File: src/rtl/sra_pkg.sv
`default_nettype none
// ----------------------------------------------------------------------------
// sra_pkg
// Shared types and constants for the service registry with slot aging.
// ----------------------------------------------------------------------------
package sra_pkg;

    localparam int SLOTS_DEF = 16;
    localparam int Q_DEPTH   = 2;

    localparam logic [15:0] LIFETIME_RST = 16'd60;
    localparam logic [63:0] TS_KEY_RST   = 64'd0;

    typedef enum logic {
        CFG_LIFETIME = 1'b0,
        CFG_TS_KEY   = 1'b1
    } cfg_idx_t;

    typedef enum logic [1:0] {
        DROP_NONE  = 2'd0,
        DROP_RANGE = 2'd1,
        DROP_EMPTY = 2'd2
    } drop_t;

    typedef enum logic [2:0] {
        BK_IDLE,
        BK_SWEEP,
        BK_ALLOC,
        BK_DEST,
        BK_FIN
    } bk_state_t;

    // classified message as it travels from front to back
    typedef struct packed {
        logic [63:0] skey;
        logic [7:0]  dport;
        logic [31:0] now;
        logic [31:0] new_exp;
        logic        oor;
    } cmd_t;

endpackage

`default_nettype wire

File: src/rtl/sra_front.sv
`default_nettype none
// ----------------------------------------------------------------------------
// sra_front
// Input stage: takes message transfers, computes the refresh expiry and the
// destination range check, and hands classified messages to the queue.
// ----------------------------------------------------------------------------
module sra_front
    import sra_pkg::*;
#(
    parameter int SLOTS = SLOTS_DEF
)(
    input  wire logic        clk,
    input  wire logic        rst_n,
    input  wire logic        in_valid,
    output logic             in_stall,
    input  wire logic [63:0] sender_key,
    input  wire logic [7:0]  dest_port,
    input  wire logic [31:0] now_seconds,
    input  wire logic [15:0] lifetime,
    output logic             push,
    output cmd_t             push_cmd,
    input  wire logic        q_full
);

    logic valid_reg;
    logic valid_next;
    cmd_t cmd_reg;
    cmd_t cmd_next;
    logic accept;

    assign in_stall = valid_reg && q_full;
    assign accept   = in_valid && !in_stall;
    assign push     = valid_reg && !q_full;
    assign push_cmd = cmd_reg;

    always_comb
    begin
        valid_next = accept || (valid_reg && !push);
        cmd_next   = cmd_reg;
        if (accept)
        begin
            cmd_next.skey    = sender_key;
            cmd_next.dport   = dest_port;
            cmd_next.now     = now_seconds;
            cmd_next.new_exp = now_seconds + 32'(lifetime);
            cmd_next.oor     = 32'(dest_port) >= 32'(SLOTS);
        end
    end

    always_ff @(posedge clk or negedge rst_n)
    begin
        if (!rst_n)
        begin
            valid_reg <= 1'b0;
        end
        else
        begin
            valid_reg <= valid_next;
        end
    end

    always_ff @(posedge clk)
    begin
        cmd_reg <= cmd_next;
    end

endmodule

`default_nettype wire

File: src/rtl/sra_queue.sv
`default_nettype none
// ----------------------------------------------------------------------------
// sra_queue
// Short FIFO of classified messages between the front and the back.
// ----------------------------------------------------------------------------
module sra_queue
    import sra_pkg::*;
(
    input  wire logic clk,
    input  wire logic rst_n,
    input  wire logic push,
    input  wire cmd_t push_cmd,
    output logic      full,
    input  wire logic pop,
    output logic      head_valid,
    output cmd_t      head_cmd
);

    localparam int PW = (Q_DEPTH > 1) ? $clog2(Q_DEPTH) : 1;
    localparam int CW = $clog2(Q_DEPTH + 1);

    cmd_t          entry_reg [Q_DEPTH];
    logic [PW-1:0] wr_ptr_reg;
    logic [PW-1:0] wr_ptr_next;
    logic [PW-1:0] rd_ptr_reg;
    logic [PW-1:0] rd_ptr_next;
    logic [CW-1:0] count_reg;
    logic [CW-1:0] count_next;
    logic          do_push;
    logic          do_pop;

    assign full       = count_reg == CW'(Q_DEPTH);
    assign head_valid = count_reg != '0;
    assign head_cmd   = entry_reg[rd_ptr_reg];
    assign do_push    = push && !full;
    assign do_pop     = pop && head_valid;

    always_comb
    begin
        wr_ptr_next = wr_ptr_reg;
        rd_ptr_next = rd_ptr_reg;
        count_next  = count_reg;
        if (do_push)
        begin
            wr_ptr_next = (wr_ptr_reg == PW'(Q_DEPTH - 1)) ? '0 : wr_ptr_reg + PW'(1);
        end
        if (do_pop)
        begin
            rd_ptr_next = (rd_ptr_reg == PW'(Q_DEPTH - 1)) ? '0 : rd_ptr_reg + PW'(1);
        end
        if (do_push && !do_pop)
        begin
            count_next = count_reg + CW'(1);
        end
        else if (do_pop && !do_push)
        begin
            count_next = count_reg - CW'(1);
        end
    end

    always_ff @(posedge clk or negedge rst_n)
    begin
        if (!rst_n)
        begin
            wr_ptr_reg <= '0;
            rd_ptr_reg <= '0;
            count_reg  <= '0;
        end
        else
        begin
            wr_ptr_reg <= wr_ptr_next;
            rd_ptr_reg <= rd_ptr_next;
            count_reg  <= count_next;
        end
    end

    always_ff @(posedge clk)
    begin
        if (do_push)
        begin
            entry_reg[wr_ptr_reg] <= push_cmd;
        end
    end

endmodule

`default_nettype wire

File: src/rtl/sra_back.sv
`default_nettype none
// ----------------------------------------------------------------------------
// sra_back
// Slot engine: sweeps the slot table one slot per cycle, ages out expired
// slots, refreshes or allocates the sender, looks up the destination and
// holds the result in an output register.
// ----------------------------------------------------------------------------
module sra_back
    import sra_pkg::*;
#(
    parameter int SLOTS = SLOTS_DEF
)(
    input  wire logic        clk,
    input  wire logic        rst_n,
    input  wire logic [63:0] ts_key,
    input  wire logic        q_valid,
    input  wire cmd_t        q_cmd,
    output logic             pop,
    output logic             out_valid,
    input  wire logic        out_stall,
    output logic [3:0]       sender_port,
    output logic             table_full,
    output logic             forward_ok,
    output logic [63:0]      dest_key,
    output logic [1:0]       drop_reason
);

    localparam int IW = (SLOTS > 1) ? $clog2(SLOTS) : 1;
    localparam int CW = $clog2(SLOTS + 1);

    bk_state_t      state_reg;
    bk_state_t      state_next;
    logic [CW-1:0]  cnt_reg;
    logic [CW-1:0]  cnt_next;
    cmd_t           cmd_reg;
    cmd_t           cmd_next;
    logic           found_reg;
    logic           found_next;
    logic [IW-1:0]  found_slot_reg;
    logic [IW-1:0]  found_slot_next;
    logic           have_free_reg;
    logic           have_free_next;
    logic [IW-1:0]  free_slot_reg;
    logic [IW-1:0]  free_slot_next;
    logic [SLOTS-1:0] valid_reg;
    logic [SLOTS-1:0] valid_next;
    logic [IW-1:0]  sport_reg;
    logic [IW-1:0]  sport_next;
    logic           full_reg;
    logic           full_next;

    logic           out_valid_reg;
    logic           out_valid_next;
    logic [3:0]     o_sport_reg;
    logic [3:0]     o_sport_next;
    logic           o_full_reg;
    logic           o_full_next;
    logic           o_fwd_reg;
    logic           o_fwd_next;
    logic [63:0]    o_dkey_reg;
    logic [63:0]    o_dkey_next;
    drop_t          o_reason_reg;
    drop_t          o_reason_next;

    logic [63:0]    key_mem [SLOTS];
    logic [31:0]    exp_mem [SLOTS];
    logic [63:0]    rd_key_reg;
    logic [31:0]    rd_exp_reg;
    logic [IW-1:0]  rd_addr;
    logic [IW-1:0]  wr_addr;
    logic           key_we;
    logic           exp_we;

    logic [CW-1:0]  cnt_m1;
    logic [IW-1:0]  proc_idx;
    logic [63:0]    proc_key;
    logic [IW-1:0]  dst_idx;
    logic [63:0]    dst_key;

    assign cnt_m1    = cnt_reg - CW'(1);
    assign proc_idx  = cnt_m1[IW-1:0];
    assign proc_key  = (proc_idx == '0) ? ts_key : rd_key_reg;
    assign dst_idx   = cmd_reg.dport[IW-1:0];
    assign dst_key   = (dst_idx == '0) ? ts_key : rd_key_reg;

    assign out_valid   = out_valid_reg;
    assign sender_port = o_sport_reg;
    assign table_full  = o_full_reg;
    assign forward_ok  = o_fwd_reg;
    assign dest_key    = o_dkey_reg;
    assign drop_reason = o_reason_reg;

    always_comb
    begin
        state_next      = state_reg;
        cnt_next        = cnt_reg;
        cmd_next        = cmd_reg;
        found_next      = found_reg;
        found_slot_next = found_slot_reg;
        have_free_next  = have_free_reg;
        free_slot_next  = free_slot_reg;
        valid_next      = valid_reg;
        sport_next      = sport_reg;
        full_next       = full_reg;
        out_valid_next  = out_valid_reg && out_stall;
        o_sport_next    = o_sport_reg;
        o_full_next     = o_full_reg;
        o_fwd_next      = o_fwd_reg;
        o_dkey_next     = o_dkey_reg;
        o_reason_next   = o_reason_reg;
        pop             = 1'b0;
        rd_addr         = cnt_reg[IW-1:0];
        wr_addr         = proc_idx;
        key_we          = 1'b0;
        exp_we          = 1'b0;

        case (state_reg)
            BK_IDLE:
            begin
                if (q_valid)
                begin
                    pop             = 1'b1;
                    cmd_next        = q_cmd;
                    cnt_next        = '0;
                    found_next      = 1'b0;
                    found_slot_next = '0;
                    have_free_next  = 1'b0;
                    free_slot_next  = '0;
                    state_next      = BK_SWEEP;
                end
            end
            BK_SWEEP:
            begin
                if (cnt_reg != '0)
                begin
                    if (!valid_reg[proc_idx])
                    begin
                        if (!have_free_reg)
                        begin
                            have_free_next = 1'b1;
                            free_slot_next = proc_idx;
                        end
                    end
                    else if (proc_idx != '0 && rd_exp_reg <= cmd_reg.now)
                    begin
                        valid_next[proc_idx] = 1'b0;
                        if (!have_free_reg)
                        begin
                            have_free_next = 1'b1;
                            free_slot_next = proc_idx;
                        end
                    end
                    else if (proc_key == cmd_reg.skey)
                    begin
                        found_next      = 1'b1;
                        found_slot_next = proc_idx;
                        exp_we          = 1'b1;
                    end
                end
                if (cnt_reg == CW'(SLOTS))
                begin
                    state_next = BK_ALLOC;
                end
                else
                begin
                    cnt_next = cnt_reg + CW'(1);
                end
            end
            BK_ALLOC:
            begin
                full_next = 1'b0;
                wr_addr   = free_slot_reg;
                if (found_reg)
                begin
                    sport_next = found_slot_reg;
                end
                else if (have_free_reg)
                begin
                    valid_next[free_slot_reg] = 1'b1;
                    key_we     = 1'b1;
                    exp_we     = 1'b1;
                    sport_next = free_slot_reg;
                end
                else
                begin
                    full_next  = 1'b1;
                    sport_next = '0;
                end
                state_next = BK_DEST;
            end
            BK_DEST:
            begin
                rd_addr    = dst_idx;
                state_next = BK_FIN;
            end
            BK_FIN:
            begin
                // keep the destination key in the read register while stalled
                rd_addr = dst_idx;
                if (!out_valid_reg || !out_stall)
                begin
                    out_valid_next = 1'b1;
                    o_sport_next   = 4'(sport_reg);
                    o_full_next    = full_reg;
                    if (cmd_reg.oor)
                    begin
                        o_fwd_next    = 1'b0;
                        o_dkey_next   = '0;
                        o_reason_next = DROP_RANGE;
                    end
                    else if (!valid_reg[dst_idx])
                    begin
                        o_fwd_next    = 1'b0;
                        o_dkey_next   = '0;
                        o_reason_next = DROP_EMPTY;
                    end
                    else
                    begin
                        o_fwd_next    = 1'b1;
                        o_dkey_next   = dst_key;
                        o_reason_next = DROP_NONE;
                    end
                    state_next = BK_IDLE;
                end
            end
            default:
            begin
                state_next = BK_IDLE;
            end
        endcase
    end

    always_ff @(posedge clk or negedge rst_n)
    begin
        if (!rst_n)
        begin
            state_reg     <= BK_IDLE;
            cnt_reg       <= '0;
            found_reg     <= 1'b0;
            have_free_reg <= 1'b0;
            valid_reg     <= SLOTS'(1);
            full_reg      <= 1'b0;
            out_valid_reg <= 1'b0;
        end
        else
        begin
            state_reg     <= state_next;
            cnt_reg       <= cnt_next;
            found_reg     <= found_next;
            have_free_reg <= have_free_next;
            valid_reg     <= valid_next;
            full_reg      <= full_next;
            out_valid_reg <= out_valid_next;
        end
    end

    always_ff @(posedge clk)
    begin
        cmd_reg        <= cmd_next;
        found_slot_reg <= found_slot_next;
        free_slot_reg  <= free_slot_next;
        sport_reg      <= sport_next;
        o_sport_reg    <= o_sport_next;
        o_full_reg     <= o_full_next;
        o_fwd_reg      <= o_fwd_next;
        o_dkey_reg     <= o_dkey_next;
        o_reason_reg   <= o_reason_next;
    end

    always_ff @(posedge clk)
    begin
        if (key_we)
        begin
            key_mem[wr_addr] <= cmd_reg.skey;
        end
        if (exp_we)
        begin
            exp_mem[wr_addr] <= cmd_reg.new_exp;
        end
        rd_key_reg <= key_mem[rd_addr];
        rd_exp_reg <= exp_mem[rd_addr];
    end

    a_slot0_kept: assert property (@(posedge clk) disable iff (!rst_n)
        state_reg != BK_IDLE |=> valid_reg[0])
        else $error("slot zero lost its valid bit");

    a_full_port: assert property (@(posedge clk) disable iff (!rst_n)
        out_valid_reg && o_full_reg |-> o_sport_reg == 4'd0)
        else $error("table full with nonzero sender port");

    a_fwd_reason: assert property (@(posedge clk) disable iff (!rst_n)
        out_valid_reg |-> (o_fwd_reg == (o_reason_reg == DROP_NONE)))
        else $error("forward flag disagrees with drop reason");

    a_drop_key: assert property (@(posedge clk) disable iff (!rst_n)
        out_valid_reg && !o_fwd_reg |-> o_dkey_reg == 64'd0)
        else $error("dropped message carries a key");

    a_sweep_end: assert property (@(posedge clk) disable iff (!rst_n)
        state_reg == BK_SWEEP && cnt_reg == CW'(SLOTS) |=> state_reg == BK_ALLOC)
        else $error("sweep did not end in allocation");

endmodule

`default_nettype wire

File: src/rtl/service_registry_with_aging_unit.sv
`default_nettype none
// ----------------------------------------------------------------------------
// service_registry_with_aging_unit
// Slot registry with aging: frees expired slots, refreshes or allocates the
// sender at the lowest free slot and resolves the destination port to a key.
// ----------------------------------------------------------------------------
// In the slot engine each message passes through the sweep, which reads one
// slot per cycle from the key/expiry memory, then allocation, destination
// read and result load. Up to three messages can be held ahead of the engine
// (input register and a two-entry queue), and a finished result waits in the
// output register while the next message is already in work. Slot zero
// always holds the time server key. Configuration writes are to be made only
// while no message is in flight; the block itself does not enforce this.
// ----------------------------------------------------------------------------
module service_registry_with_aging_unit
    import sra_pkg::*;
#(
    parameter int SLOTS = SLOTS_DEF
)(
    input  wire logic        clk,
    input  wire logic        rst_n,
    input  wire logic        cfg_we,
    input  wire logic        cfg_index,
    input  wire logic [63:0] cfg_wdata,
    input  wire logic        in_valid,
    output logic             in_stall,
    input  wire logic [63:0] sender_key,
    input  wire logic [7:0]  dest_port,
    input  wire logic [31:0] now_seconds,
    output logic             out_valid,
    input  wire logic        out_stall,
    output logic [3:0]       sender_port,
    output logic             table_full,
    output logic             forward_ok,
    output logic [63:0]      dest_key,
    output logic [1:0]       drop_reason
);

    logic [15:0] lifetime_reg;
    logic [15:0] lifetime_next;
    logic [63:0] ts_key_reg;
    logic [63:0] ts_key_next;

    logic push;
    cmd_t push_cmd;
    logic q_full;
    logic pop;
    logic q_valid;
    cmd_t q_cmd;

    always_comb
    begin
        lifetime_next = lifetime_reg;
        ts_key_next   = ts_key_reg;
        if (cfg_we)
        begin
            case (cfg_idx_t'(cfg_index))
                CFG_LIFETIME: lifetime_next = cfg_wdata[15:0];
                CFG_TS_KEY:   ts_key_next   = cfg_wdata;
                default:      lifetime_next = lifetime_reg;
            endcase
        end
    end

    always_ff @(posedge clk or negedge rst_n)
    begin
        if (!rst_n)
        begin
            lifetime_reg <= LIFETIME_RST;
            ts_key_reg   <= TS_KEY_RST;
        end
        else
        begin
            lifetime_reg <= lifetime_next;
            ts_key_reg   <= ts_key_next;
        end
    end

    sra_front #(
        .SLOTS(SLOTS)
    ) u_front (
        .clk        (clk),
        .rst_n      (rst_n),
        .in_valid   (in_valid),
        .in_stall   (in_stall),
        .sender_key (sender_key),
        .dest_port  (dest_port),
        .now_seconds(now_seconds),
        .lifetime   (lifetime_reg),
        .push       (push),
        .push_cmd   (push_cmd),
        .q_full     (q_full)
    );

    sra_queue u_queue (
        .clk       (clk),
        .rst_n     (rst_n),
        .push      (push),
        .push_cmd  (push_cmd),
        .full      (q_full),
        .pop       (pop),
        .head_valid(q_valid),
        .head_cmd  (q_cmd)
    );

    sra_back #(
        .SLOTS(SLOTS)
    ) u_back (
        .clk        (clk),
        .rst_n      (rst_n),
        .ts_key     (ts_key_reg),
        .q_valid    (q_valid),
        .q_cmd      (q_cmd),
        .pop        (pop),
        .out_valid  (out_valid),
        .out_stall  (out_stall),
        .sender_port(sender_port),
        .table_full (table_full),
        .forward_ok (forward_ok),
        .dest_key   (dest_key),
        .drop_reason(drop_reason)
    );

endmodule

`default_nettype wire

File: config.mk
export PLATFORM = sky130hd
export DESIGN_NAME = service_registry_with_aging_unit
export DESIGN_NICKNAME = d
export VERILOG_FILES = /design/src/rtl/sra_pkg.sv /design/src/rtl/sra_front.sv /design/src/rtl/sra_queue.sv /design/src/rtl/sra_back.sv /design/src/rtl/service_registry_with_aging_unit.sv
export SDC_FILE = /design/constraint.sdc
export NUM_CORES = 2
export LEC_CHECK = 0
export ABC_AREA = 1
export BUFFER_PORTS_ARGS = -buffer_cell sky130_fd_sc_hd__clkbuf_2
export CAP_MARGIN = 20
export CORE_UTILIZATION = 54
export CTS_CLUSTER_DIAMETER = 150
export DETAILED_ROUTE_END_ITERATION = 16
export GPL_ROUTABILITY_DRIVEN = 0
export PLACE_DENSITY = 0.71
export SLEW_MARGIN = 10
export SYNTH_ARGS = -nofsm -noshare
export SYNTH_HDL_FRONTEND = slang
export SYNTH_SLANG_ARGS = --single-unit
File: constraint.sdc
create_clock -name clk -period 18.2 [get_ports clk]
set_input_delay 2.73 -clock clk [delete_from_list [all_inputs] [get_ports clk]]
set_output_delay 2.73 -clock clk [all_outputs]
set_load 0.005 [all_outputs]
==> results.yml <==
outcome:
  outcome: "complete, no violations"
route:
  dr.pass1.iters: 6
  drt-initial-drc-count: 8454
  avgRoutedWirePerCell_microns: 25.3
  route.detailed.drc: 0
  postRouteAntennaNets: 0
  viasPerCell: 6.18
  wl_mm: 241
  dr_total_vias: 58851
synthesis:
  synth-seq-cells: 2361
  netlist_area_sq_um: 91700
  yosys_warnings: 0
  synth.distinct_cells: 47
  async_flop_share: 0.0479
  syn-num-nets: 7222
  ys_seq_area_frac: 0.756
  synth_edf_count: 2152
  avgSynthCellArea_sq_um: 13.1
  synth-main-ff-cell: "edfxtp_1"
  synthCells: 6993
grt:
  grt-ovfl-total: 0
  grt_max_degree: 250
  grtUsageTotal: 0.277
  grt_pass1_wl_mm: 356
  grt_pass1_vias: 56071
  antenna_found_initial: 15
cts:
  cts_buffers: 214
  clock_path_buffers: 3
  cts_root_buf: "clkbuf_16"
  cts_setup_buffers: 0
  cts.htree.levels: 4
  cts_resized: 0
  clock_latency_ns: 0.86
  hold_buffers: 0
  clk_pin_slew_ns: 0.07
  cts_sinks: 2361
  cts_tree: "done"
place:
  post-place-ws_ns: 12.20
  dp_cells: 9108
  hpwl_mm: 136
  place.port_buffers: 247
finish:
  stdcell_count: 9519
  layout_commonest_cell: "edfxtp_1"
  largest_reg_flops: 1024
  drive_above_1_share: 0.104
  n_fill_cell: 12263
  areaGrowthSynthToFinish_pct: 11.9
  final_cell_mix: "2,152 x edfxtp_1, 1,005 x nand2_1, 930 x nor2_1"
  nets: 7349
critical_path:
  cp-end-kind: "register"
  path_max_fanout: 68
  crit_chain: "inv_2 > nand3_1 > nand2_4 > nand3_4 > buf_4 > nand2_1 > nand2_1 > nand2_1 > nand2_1 > nor2_1 > nand2_1 > nor2_1 > nand2_1 > nor2_1 > nand3_2 > a21oi_4 > buf_4"
  path_class: "register to register"
  start_kind: "register"
  cpMostUsedCell: "nand2_1"
  cp_data_required_time_ns: 18.67
  cp.arrival_ns: 6.62
  critPathMaxStageDelay_ns: 0.76
  slowest_stage: "nand3_2"
sta:
  fmax_mhz: 163
  fin_skew_ns: 0.0364
  finalWorstSetupSlack_ns: 12.05
  fin_crit_sh: 0.338
  finalSetupViolations: 0
  slew-limit-headroom: 0.189
  hold_viol: 0
  setup_tns_ns: 0
  min_period_ns: 6.15
  rsz0062_at_grt: "false"
  drv_slew: 0
  worst_pin_slew_ns: 1.22
  hold_ws_ns: 0.437
flow_run:
  drv_cap: 0
floorplanning:
  die_area_sq_um: 172000
  die_x_microns: 414
  num_io_pins: 248
  initial_core_util: 0.546
  die_h_microns: 414
  core_area_sq_um: 168000
  row_count: 150
power:
  finalPower_uw: 18400
  power_leakage_uw: 0.0361
  clockPowerShare: 0.257
  p_comb_frac: 0.296
  power.density_nw_per_um2: 179
  peakVddDrop_mv: 0.290
  seqPwrFrac: 0.446
  switching_share: 0.376
  intPower_uw: 11500
  p_switching_uw: 6900
hold_path:
  hp-class: "register to register"
==> worst paths after layout <==
kind | startpoint | to | slack (ns) | depth (start not counted)
worst max-delay path | u_back.cnt_reg[0] | u_back.exp_mem[6][12] | 12.05 | 17
worst min-delay path | u_front.push_cmd[78] | u_queue.entry_reg[0][78] | 0.44 | 0
worst max register to register | u_back.cnt_reg[0] | u_back.exp_mem[6][12] | 12.05 | 17
worst min register to register | u_front.push_cmd[78] | u_queue.entry_reg[0][78] | 0.44 | 0
max in group asynchronous | rst_n | u_queue.rd_ptr_reg | 14.93 | 2
min in group asynchronous | rst_n | ts_key_reg[20] | 1.97 | 1
==> cells in the mapped netlist (10+ instances only) <==
master,count,area [sq um]
a21oi_1,167,836
nand4_1,66,413
nand2_1,1007,3780
o211ai_1,114,856
ha_1,54,676
o22ai_1,116,726
mux2_2,16,180
edfxtp_1,2152,64600
clkbuf_1,352,1320
buf_1,32,120
a21oi_2,10,87.6
buf_2,32,160
dfrtp_1,108,2700
o221ai_1,276,2420
xor2_1,21,184
nand3_1,207,1040
o21ai_0,846,4230
xnor2_1,12,105
dfxtp_1,96,1920
nand3b_1,36,270
inv_1,255,957
nor3_1,11,55.1
nor2_1,951,3570
==> final cells by class <==
class	count	area [sq um]	area share
Antenna cell	3	7.51	0.0000731
Multi-Input combinational cell	3943	20100	0.196
Inverter	265	1040	0.0101
Timing Repair Buffer	335	1970	0.0191
Clock buffer	293	6060	0.0590
Sequential cell	2361	69400	0.676
Tap cell	2204	2760	0.0269
Clock inverter	115	1400	0.0136
==> per-layer routing <==
metal / routed length (microns) / up-vias / GRT usage / share of wire
met1: 95600 / 28964 / 0.400 / 0.40
li1: - / 25854 / - / -
met2: 108000 / 3530 / 0.413 / 0.45
met4: 9400 / 8 / 0.109 / 0.039
met5: 58 / - / 0 / 0.00024
met3: 28000 / 495 / 0.0597 / 0.12
==> power by group through the flow <==
stage               combinational (uW)  clock, uW  sequential, uW
floorplan                         3560          0            7860
CTS                               5360       4760            8150
finish                            5440       4720            8200
detailed placement                5310          0            8250
global route                      5930       4950            8260
global placement                  5180          0            8220
==> critical path, delay by kind of cell (launching register included) <==
family          cells  cell delay, ns
flops               1            0.53
buf+inv             3            1.31
simple gates       13            3.46
compound gates      1            0.34
==> logic make-up (layout without fill, tap and decap cells) <==
group,Yosys count,after routing,share of synthesized area
DFF,2361,2361,0.756
other,0,3,0
buffers and inverters,689,1008,0.0292
AOI/OAI and AO/OA,1549,1549,0.101
and+or+nand+nor,2289,2289,0.100
adders and majority gates,55,55,0.00758
xor gates and xnor gates,34,34,0.00333
muxes,16,16,0.00196
==> through the flow <==
stage,instance area (sq um),util
2_1_floorplan,91700,-
3_3_place_gp,95200,0.567
3_5_place_dp,95200,0.567
4_1_cts,103000,0.611
5_1_grt,103000,0.611
6_report,103000,0.611
No activity file was read; power rests on OpenSTA's default activity.
